<file path="src/design/adc_frame_unpacker_defines.svh">
// assertion macros for the adc frame unpacker
`ifndef ADC_FRAME_UNPACKER_DEFINES_SVH
`define ADC_FRAME_UNPACKER_DEFINES_SVH

// same-cycle implication, checked outside reset
`define AFU_ASSERT_NOW(label, clk, rst, ante, cons) \
   label: assert property (@(posedge clk) disable iff (rst) (ante) |-> (cons)) \
      else $error("adc_frame_unpacker: same-cycle check failed");

// next-cycle implication, checked outside reset
`define AFU_ASSERT_NEXT(label, clk, rst, ante, cons) \
   label: assert property (@(posedge clk) disable iff (rst) (ante) |=> (cons)) \
      else $error("adc_frame_unpacker: next-cycle check failed");

`endif

</file>
<file path="src/design/afu_pkg.sv">
`default_nettype none

package afu_pkg;

   localparam int FRAME_WORDS = 16;
   localparam int DATA_WORDS  = 15;
   localparam int NUM_SAMPLES = 40;
   localparam int NUM_RATES   = 10;
   localparam int SAMPLE_BITS = 12;
   localparam int RATE_BASE   = 4;
   localparam int SYNC_WORDS  = 4;
   localparam logic [7:0] SYNC_ID = 8'd10;

   // result kind codes
   localparam logic [1:0] KIND_SAMPLE = 2'd0;
   localparam logic [1:0] KIND_SYNC   = 2'd1;
   localparam logic [1:0] KIND_ERROR  = 2'd2;

   typedef struct packed {
      logic [31:0] raw_word;
      logic        bank_start;
   } req_type;

   typedef struct packed {
      logic [1:0]  kind;
      logic [7:0]  channel;
      logic [31:0] frame_tag;
      logic [5:0]  item_index;
      logic [11:0] sample_value;
      logic [63:0] sync_counter;
      logic [63:0] sync_latch;
      logic [31:0] rate_value;
      logic        last;
   } rsp_type;

   typedef enum logic [2:0] {
      ST_FILL,
      ST_HALTED,
      ST_SAMPLES,
      ST_RATES,
      ST_ERROR
   } state_type;

   // controller to datapath
   typedef struct packed {
      logic       wr_en;
      logic [3:0] wr_addr;
      logic       id_en;
      logic       issue;
      logic [1:0] issue_kind;
      logic [5:0] issue_idx;
      logic       issue_last;
   } cmd_type;

   // datapath to controller
   typedef struct packed {
      logic       adv;
      logic [1:0] id_class;
   } sts_type;

   function automatic logic [31:0] swap32(input logic [31:0] v);
      return {v[7:0], v[15:8], v[23:16], v[31:24]};
   endfunction

endpackage

`default_nettype wire

</file>
<file path="src/design/afu_ctrl.sv">
`default_nettype none

module afu_ctrl (
   input  wire logic            clock,
   input  wire logic            reset,
   input  wire logic            req_valid,
   input  wire logic            bank_start,
   output logic                 req_stall,
   input  wire afu_pkg::sts_type sts,
   output afu_pkg::cmd_type     cmd
);
   import afu_pkg::*;

   state_type  state_ff, state_in;
   logic [3:0] pos_ff, pos_in;
   logic [5:0] idx_ff, idx_in;
   logic       accept;
   logic [3:0] eff_pos;
   logic       is_id;
   logic       last_sample, last_rate;

   assign accept      = req_valid && !req_stall;
   assign eff_pos     = bank_start ? 4'd0 : pos_ff;
   assign is_id       = (eff_pos == 4'(FRAME_WORDS - 1));
   assign last_sample = (idx_ff == 6'(NUM_SAMPLES - 1));
   assign last_rate   = (idx_ff == 6'(NUM_RATES - 1));

   always_ff @(posedge clock) begin
      if (reset) begin
         state_ff <= ST_FILL;
         pos_ff   <= '0;
         idx_ff   <= '0;
      end else begin
         state_ff <= state_in;
         pos_ff   <= pos_in;
         idx_ff   <= idx_in;
      end
   end

   // next state
   always_comb begin
      state_in = state_ff;
      case (state_ff)
         ST_FILL: begin
            if (accept && is_id) begin
               case (sts.id_class)
                  KIND_SAMPLE: state_in = ST_SAMPLES;
                  KIND_SYNC:   state_in = ST_RATES;
                  default:     state_in = ST_ERROR;
               endcase
            end
         end
         ST_HALTED: begin
            if (accept && bank_start) state_in = ST_FILL;
         end
         ST_SAMPLES: begin
            if (sts.adv && last_sample) state_in = ST_FILL;
         end
         ST_RATES: begin
            if (sts.adv && last_rate) state_in = ST_FILL;
         end
         ST_ERROR: begin
            if (sts.adv) state_in = ST_HALTED;
         end
         default: state_in = ST_FILL;
      endcase
   end

   // word position and item counters
   always_comb begin
      pos_in = pos_ff;
      idx_in = idx_ff;
      case (state_ff)
         ST_FILL: begin
            if (accept) begin
               pos_in = is_id ? 4'd0 : eff_pos + 4'd1;
               idx_in = '0;
            end
         end
         ST_HALTED: begin
            if (accept && bank_start) pos_in = 4'd1;
         end
         ST_SAMPLES, ST_RATES: begin
            if (sts.adv) idx_in = idx_ff + 6'd1;
         end
         default: begin
            pos_in = pos_ff;
         end
      endcase
   end

   // outputs
   always_comb begin
      req_stall      = 1'b1;
      cmd            = '0;
      cmd.wr_addr    = eff_pos;
      cmd.issue_idx  = idx_ff;
      case (state_ff)
         ST_FILL: begin
            req_stall = 1'b0;
            cmd.wr_en = accept && !is_id;
            cmd.id_en = accept && is_id;
         end
         ST_HALTED: begin
            req_stall = 1'b0;
            cmd.wr_en = accept && bank_start;
         end
         ST_SAMPLES: begin
            cmd.issue      = sts.adv;
            cmd.issue_kind = KIND_SAMPLE;
            cmd.issue_last = last_sample;
         end
         ST_RATES: begin
            cmd.issue      = sts.adv;
            cmd.issue_kind = KIND_SYNC;
            cmd.issue_last = last_rate;
         end
         ST_ERROR: begin
            cmd.issue      = sts.adv;
            cmd.issue_kind = KIND_ERROR;
            cmd.issue_idx  = '0;
            cmd.issue_last = 1'b1;
         end
         default: begin
            req_stall = 1'b1;
         end
      endcase
   end

endmodule

`default_nettype wire

</file>
<file path="src/design/afu_dp.sv">
`default_nettype none

module afu_dp (
   input  wire logic             clock,
   input  wire logic             reset,
   input  wire afu_pkg::req_type req_data,
   input  wire afu_pkg::cmd_type cmd,
   output afu_pkg::sts_type      sts,
   output logic                  rsp_valid,
   input  wire logic             rsp_stall,
   output afu_pkg::rsp_type      rsp_data
);
   import afu_pkg::*;

   logic [31:0] mem_ff [DATA_WORDS];
   logic [31:0] head_ff [SYNC_WORDS];
   logic [31:0] tag_ff;
   logic [31:0] word;

   // read stage
   logic        s1_valid_ff, s1_valid_in;
   logic [1:0]  s1_kind_ff;
   logic [5:0]  s1_idx_ff;
   logic        s1_last_ff;
   logic [4:0]  s1_off_ff;
   logic [31:0] s1_tag_ff;
   logic [63:0] s1_counter_ff, s1_latch_ff;
   logic [31:0] rd_a_ff, rd_b_ff;

   // output stage
   logic        rsp_valid_ff, rsp_valid_in;
   rsp_type     rsp_data_ff, rsp_data_in;

   logic        adv;
   logic [8:0]  bit_pos;
   logic [3:0]  word_sel, addr_a, addr_b;
   logic [63:0] pair_shift;

   assign word = swap32(req_data.raw_word);
   assign adv  = !rsp_valid_ff || !rsp_stall;

   always_comb begin
      sts.adv = adv;
      if (word[31:24] < SYNC_ID) sts.id_class = KIND_SAMPLE;
      else if (word[31:24] == SYNC_ID) sts.id_class = KIND_SYNC;
      else sts.id_class = KIND_ERROR;
   end

   assign bit_pos  = 9'(cmd.issue_idx) * 9'(SAMPLE_BITS);
   assign word_sel = bit_pos[8:5];
   assign addr_a   = (cmd.issue_kind == KIND_SYNC) ?
                     4'(RATE_BASE) + cmd.issue_idx[3:0] : word_sel;
   assign addr_b   = (word_sel == 4'(DATA_WORDS - 1)) ? word_sel : word_sel + 4'd1;

   // frame store and the first words kept aside for sync frames
   always_ff @(posedge clock) begin
      if (cmd.wr_en) mem_ff[cmd.wr_addr] <= word;
      if (cmd.wr_en && cmd.wr_addr < 4'(SYNC_WORDS)) head_ff[cmd.wr_addr[1:0]] <= word;
      if (cmd.id_en) tag_ff <= word;
      if (cmd.issue) begin
         rd_a_ff       <= mem_ff[addr_a];
         rd_b_ff       <= mem_ff[addr_b];
         s1_kind_ff    <= cmd.issue_kind;
         s1_idx_ff     <= cmd.issue_idx;
         s1_last_ff    <= cmd.issue_last;
         s1_off_ff     <= bit_pos[4:0];
         s1_tag_ff     <= tag_ff;
         s1_counter_ff <= {head_ff[1], head_ff[0]};
         s1_latch_ff   <= {head_ff[3], head_ff[2]};
      end
   end

   assign pair_shift = {rd_b_ff, rd_a_ff} >> s1_off_ff;

   always_comb begin
      rsp_data_in           = '0;
      rsp_data_in.kind      = s1_kind_ff;
      rsp_data_in.channel   = s1_tag_ff[31:24];
      rsp_data_in.frame_tag = s1_tag_ff;
      rsp_data_in.last      = s1_last_ff;
      case (s1_kind_ff)
         KIND_SAMPLE: begin
            rsp_data_in.item_index   = s1_idx_ff;
            rsp_data_in.sample_value = pair_shift[11:0];
         end
         KIND_SYNC: begin
            rsp_data_in.item_index   = s1_idx_ff;
            rsp_data_in.sync_counter = s1_counter_ff;
            rsp_data_in.sync_latch   = s1_latch_ff;
            rsp_data_in.rate_value   = rd_a_ff;
         end
         default: begin
            rsp_data_in.item_index = '0;
         end
      endcase
   end

   assign s1_valid_in  = adv ? cmd.issue : s1_valid_ff;
   assign rsp_valid_in = adv ? s1_valid_ff : rsp_valid_ff;

   always_ff @(posedge clock) begin
      if (reset) begin
         s1_valid_ff  <= 1'b0;
         rsp_valid_ff <= 1'b0;
      end else begin
         s1_valid_ff  <= s1_valid_in;
         rsp_valid_ff <= rsp_valid_in;
      end
   end

   always_ff @(posedge clock) begin
      if (adv) rsp_data_ff <= rsp_data_in;
   end

   assign rsp_valid = rsp_valid_ff;
   assign rsp_data  = rsp_data_ff;

endmodule

`default_nettype wire

</file>
<file path="src/design/adc_frame_unpacker.sv">
// adc frame unpacker
// req channel: one 32-bit big-endian bank word per beat, with bank_start
// marking word 0 of a new bank; a partial frame is dropped at a bank start.
// rsp channel: one result per beat. words 0 to 14 of a frame give no result;
// word 15 (the frame id) gives 40 sample results, 10 sync rate results or one
// error result, with last set on the final one of the frame.
// flow: data words are taken one per cycle. after the frame id beat the
// req side stalls while results are issued, one per cycle unless rsp_stall
// holds them, from the frame store's two registered read ports through the
// read stage and the output register.
// rsp stall: the output register and the read stage hold, issuing pauses,
// nothing is lost. an error result halts framing: words are swallowed until
// one carries bank_start.
// reset: framing restarts at word 0, not halted, no result pending. the
// frame store itself is not cleared.
`default_nettype none

`include "adc_frame_unpacker_defines.svh"

module adc_frame_unpacker (
   input  wire logic             clock,
   input  wire logic             reset,
   input  wire logic             req_valid,
   output logic                  req_stall,
   input  wire afu_pkg::req_type req_data,
   output logic                  rsp_valid,
   input  wire logic             rsp_stall,
   output afu_pkg::rsp_type      rsp_data
);
   import afu_pkg::*;

   cmd_type cmd;
   sts_type sts;

   // controller: framing position, halt state, item sequencing
   afu_ctrl u_ctrl (
      .clock      (clock),
      .reset      (reset),
      .req_valid  (req_valid),
      .bank_start (req_data.bank_start),
      .req_stall  (req_stall),
      .sts        (sts),
      .cmd        (cmd)
   );

   // datapath: byte swap, frame store, sample extraction, output register
   afu_dp u_dp (
      .clock     (clock),
      .reset     (reset),
      .req_data  (req_data),
      .cmd       (cmd),
      .sts       (sts),
      .rsp_valid (rsp_valid),
      .rsp_stall (rsp_stall),
      .rsp_data  (rsp_data)
   );

   // no input beat is taken while results are being issued
   `AFU_ASSERT_NOW(a_no_accept_on_issue, clock, reset, req_valid && !req_stall, !cmd.issue)
   // an error result always closes its frame
   `AFU_ASSERT_NOW(a_error_is_last, clock, reset, rsp_valid && rsp_data.kind == KIND_ERROR, rsp_data.last)
   // an issued item reaches the read stage, so output is busy or filling next cycle
   `AFU_ASSERT_NEXT(a_issue_moves, clock, reset, cmd.issue && sts.adv, u_dp.s1_valid_ff || rsp_valid)

endmodule

`default_nettype wire
</file>
<file path="config.mk">
export PLATFORM = sky130hd
export DESIGN_NAME = adc_frame_unpacker
export DESIGN_NICKNAME = d
export VERILOG_FILES = /design/src/design/afu_pkg.sv /design/src/design/afu_ctrl.sv /design/src/design/afu_dp.sv /design/src/design/adc_frame_unpacker.sv
export VERILOG_INCLUDE_DIRS = /design/src /design/src/design
export SDC_FILE = /design/constraint.sdc
export NUM_CORES = 1
export LEC_CHECK = 0
export BUFFER_PORTS_ARGS = -buffer_cell sky130_fd_sc_hd__buf_4
export CAP_MARGIN = 20
export CORE_MARGIN = 2
export CORE_UTILIZATION = 35
export CTS_CLUSTER_SIZE = 24
export DETAILED_ROUTE_END_ITERATION = 7
export HOLD_SLACK_MARGIN = 0.03
export PLACE_DENSITY = 0.55
export SYNTH_ARGS = -nofsm -noshare
export SYNTH_HDL_FRONTEND = slang
export SYNTH_SLANG_ARGS = --single-unit
</file>
<file path="constraint.sdc">
create_clock -name clock -period 15.6 [get_ports clock]
set_input_delay 2.34 -clock clock [delete_from_list [all_inputs] [get_ports clock]]
set_output_delay 2.34 -clock clock [all_outputs]
set_load 0.01 [all_outputs]
</file>
==> results.json <==
{
  "status": "finished clean",
  "cts_made_buffers": 103,
  "setup_viol": 0,
  "synth_top_area_cell": "edfxtp_1",
  "core_area_um2": 114500,
  "hpwl_um": 58060,
  "first_pass_iters": 7,
  "ys_types": 53,
  "grt_antenna_before_repair": 9,
  "hold_end": "u_dp.s1_latch_ff[53]",
  "ctsResizeCount": 0,
  "port_buffers": 259,
  "ant_nets": 0,
  "synthFlopType": "edfxtp_1",
  "worstPathMaxFanout": 21,
  "arrival_ns": 6.07,
  "route.detailed.drc": 0,
  "p_leak_nw": 16.72,
  "post_dp_cell_area_um2": 44230,
  "vias_per_cell": 5.051,
  "die_y_um": 344.0,
  "swShare": 0.1950,
  "cts_root_buffer": "clkbuf_16",
  "synthTopCellsByArea": "edfxtp_1, mux4_2, nand2_1",
  "wl_per_cell_um": 23.32,
  "r2r_setup_slack_ns": 10.01,
  "grt_overflow": 0,
  "drtIter0Drc": 1753,
  "worst_pin_slew_ns": 1.175,
  "gp_congestion": 0.7932,
  "clkPwrFrac": 0.430,
  "num_rows": 124,
  "cp-start-kind": "flop",
  "via_count": 21580,
  "nNetsFinal": 2721,
  "whs_path_depth": 0,
  "slowest_delay_ns": 0.95,
  "initial_utilization": 0.3533,
  "cpMostUsedCell": "ha_1",
  "switchingPower_mw": 1.118,
  "yosys_warnings": 0,
  "grt_pass1_wl_um": 145100,
  "die_x_um": 344.0,
  "grt_max_degree": 103,
  "area_delta_synth_final_pct": 17.67,
  "holdBufCountCts": 0,
  "cts_tree": "built",
  "timing.fmax_ghz": 0.1790,
  "synthTopCellsByCount": "edfxtp_1, nand2_1, nand3_1",
  "synth_top_area_share": 0.7899,
  "fin_util": 0.4157,
  "power_frac_comb": 0.013,
  "drive_gt1_frac": 0.2059,
  "required_ns": 16.08,
  "seqPwrFrac": 0.557,
  "endpoint_kind": "flop",
  "timing.rr.start": "u_ctrl.state_ff[2]",
  "power_density_nw_per_um2": 120.4,
  "num_io_pins": 260,
  "cp_cell_sequence": "or3b_1, and3_1, ha_1, nor2b_1, a22o_1, a2111oi_4, ha_1, buf_4, inv_1, nor2_1, a221o_1, a2bb2oi_1",
  "rr_worst_depth": 12,
  "slew_violations": 0,
  "synth-seq-area-share": 0.7973,
  "clk_latency_ns": 0.67,
  "grt_pass1_vias": 21780,
  "die_area_um2": 118300,
  "rsz0062_at_grt": "false",
  "post-route-period-util": 0.3580,
  "setup_tns_ns": 0,
  "finalInstanceArea_um2": 47600,
  "period_needed_ns": 5.586,
  "path_clk_slew_ns": 0.06,
  "total_power_mw": 5.731,
  "ys_seq_elements": 1079,
  "crit_type": "reg -> reg",
  "yosysMostFrequentCell": "edfxtp_1",
  "cts_setup_buffers": 0,
  "synth_cells": 2399,
  "skew_ns": 0.02947,
  "cts_max_path_buffers": 3,
  "instances_no_fill": 4272,
  "rr_endpoint": "u_dp.rd_b_ff[5]",
  "synth-edff-count": 1064,
  "totalWireLength_um": 99630,
  "synth_nets": 2447,
  "avgSynthCellArea_um2": 16.86,
  "maxCapViolCount": 0,
  "hold_path.class": "reg -> reg",
  "hold_slack_ns": 0.4042,
  "dp_cells": 4079,
  "vdd_ir_drop_max_mv": 0.1061,
  "synth_area_um2": 40450,
  "min_from": "u_dp.head_ff[3][21]",
  "p_int_mw": 4.614,
  "async_flop_share": 0,
  "fillCellCount": 10190,
  "pre_cts_slack_ns": 10.08,
  "slew_headroom": 0.2165,
  "cts_sinks": 1079,
  "final_hold_viol_count": 0,
  "layout_setup_ws_ns": 10.01,
  "track_usage": 0.1665,
  "startpoint": "u_ctrl.state_ff[2]",
  "htreeDepth": 3,
  "cp_slowest_cell": "nor2_1"
}
cells in the final DEF (no fill, tap or decap), types with 8 or more instances in the layout:
cell / synthesis / routed
edfxtp_1: 1064 / 1064
nand2_1: 365 / 365
buf_4: 13 / 299
nand3_1: 167 / 167
and2_1: 166 / 166
clkbuf_16: 0 / 104
nor2_1: 100 / 80
mux4_2: 62 / 62
mux2i_1: 49 / 48
a32oi_1: 34 / 34
o211ai_1: 33 / 33
a31oi_1: 32 / 32
clkinv_2: 0 / 25
clkinv_1: 0 / 19
a21oi_1: 21 / 18
clkbuf_1: 88 / 18
o21ai_0: 17 / 17
nor2_2: 0 / 15
dfxtp_1: 15 / 15
inv_1: 12 / 11
nor3_1: 11 / 11
ha_1: 11 / 11
bufinv_16: 0 / 11
nor2b_1: 13 / 10
mux2_2: 11 / 10
mux2_1: 8 / 8
a221o_1: 8 / 8
power groups by stage:
stage	logic [mW]	clock network, mW	registers [mW]
2_1_floorplan	0.0210	0	3.25
5_1_grt	0.0807	2.62	3.19
3_5_place_dp	0.0744	0	3.25
3_3_place_gp	0.0701	0	3.25
4_1_cts	0.0747	2.52	3.19
6_report	0.0728	2.47	3.19
layout make-up:
| type | count | area (um^2) | share of cell area |
|---|---|---|---|
| Tap cell | 1512 | 1892 | 0.03975 |
| Antenna cell | 2 | 5.005 | 0.0001051 |
| Timing Repair Buffer | 304 | 2352 | 0.04942 |
| Clock inverter | 68 | 683.2 | 0.01435 |
| Clock buffer | 122 | 2670 | 0.05610 |
| Inverter | 12 | 52.55 | 0.001104 |
| Sequential cell | 1079 | 32250 | 0.6776 |
| Multi-Input combinational cell | 1173 | 7692 | 0.1616 |
logic make-up after synthesis:
kind of cell | Yosys count | share of synthesized area
flip-flops | 1079 | 0.7973
AND/OR/NAND/NOR | 851 | 0.09774
AO/OA/AOI/OAI | 170 | 0.03081
buffers and inverters | 147 | 0.01633
multiplexers | 131 | 0.05227
adder cells (fa/ha/maj) | 11 | 0.003402
XOR/XNOR | 10 | 0.002165
state kept, by name, summed over array words and instances (netlist names), 3 cells and up:
name,flops
u_dp.s1_tag_ff,32
u_dp.s1_counter_ff,64
u_ctrl.state_ff,3
u_dp.s1_latch_ff,64
u_dp.rsp_data,213
u_dp.tag_ff,32
u_ctrl.pos_ff,4
u_dp.mem_ff,480
u_dp.rd_b_ff,8
u_dp.head_ff,128
u_dp.s1_idx_ff,6
u_dp.rd_a_ff,32
u_ctrl.idx_ff,6
worst max path at each step:
| stage | to | slack [ns] | cells past startpoint |
|---|---|---|---|
| after floorplan | u_dp.rd_a_ff[0] | 2.06 | 2 |
| after global placement | u_dp.rd_a_ff[8] | 10.23 | 12 |
| after detailed placement | u_dp.rd_a_ff[13] | 10.08 | 12 |
| after CTS | u_dp.rd_a_ff[8] | 10.06 | 12 |
| after global routing | u_dp.rd_a_ff[13] | 9.70 | 13 |
| final | u_dp.rd_b_ff[5] | 10.01 | 12 |
critical path: cells and delay by family (launching register included):
kind,cells,cell delay [ns]
AND/OR/NAND/NOR,4,2.03
adder cells (fa/ha/maj),2,0.50
flip-flops,1,0.48
buffers and inverters,2,0.83
AO/OA/AOI/OAI,4,1.51
routing by layer:
| layer | vias up | GRT usage | share of wire |
|---|---|---|---|
| li1 | 9614 | - | - |
| met1 | 11030 | 0.2168 | 0.42 |
| met2 | 762 | 0.2794 | 0.49 |
| met3 | 170 | 0.02690 | 0.058 |
| met4 | 6 | 0.06540 | 0.034 |
| met5 | - | 0 | 0.00035 |
No activity file was read; power rests on OpenSTA's default activity.
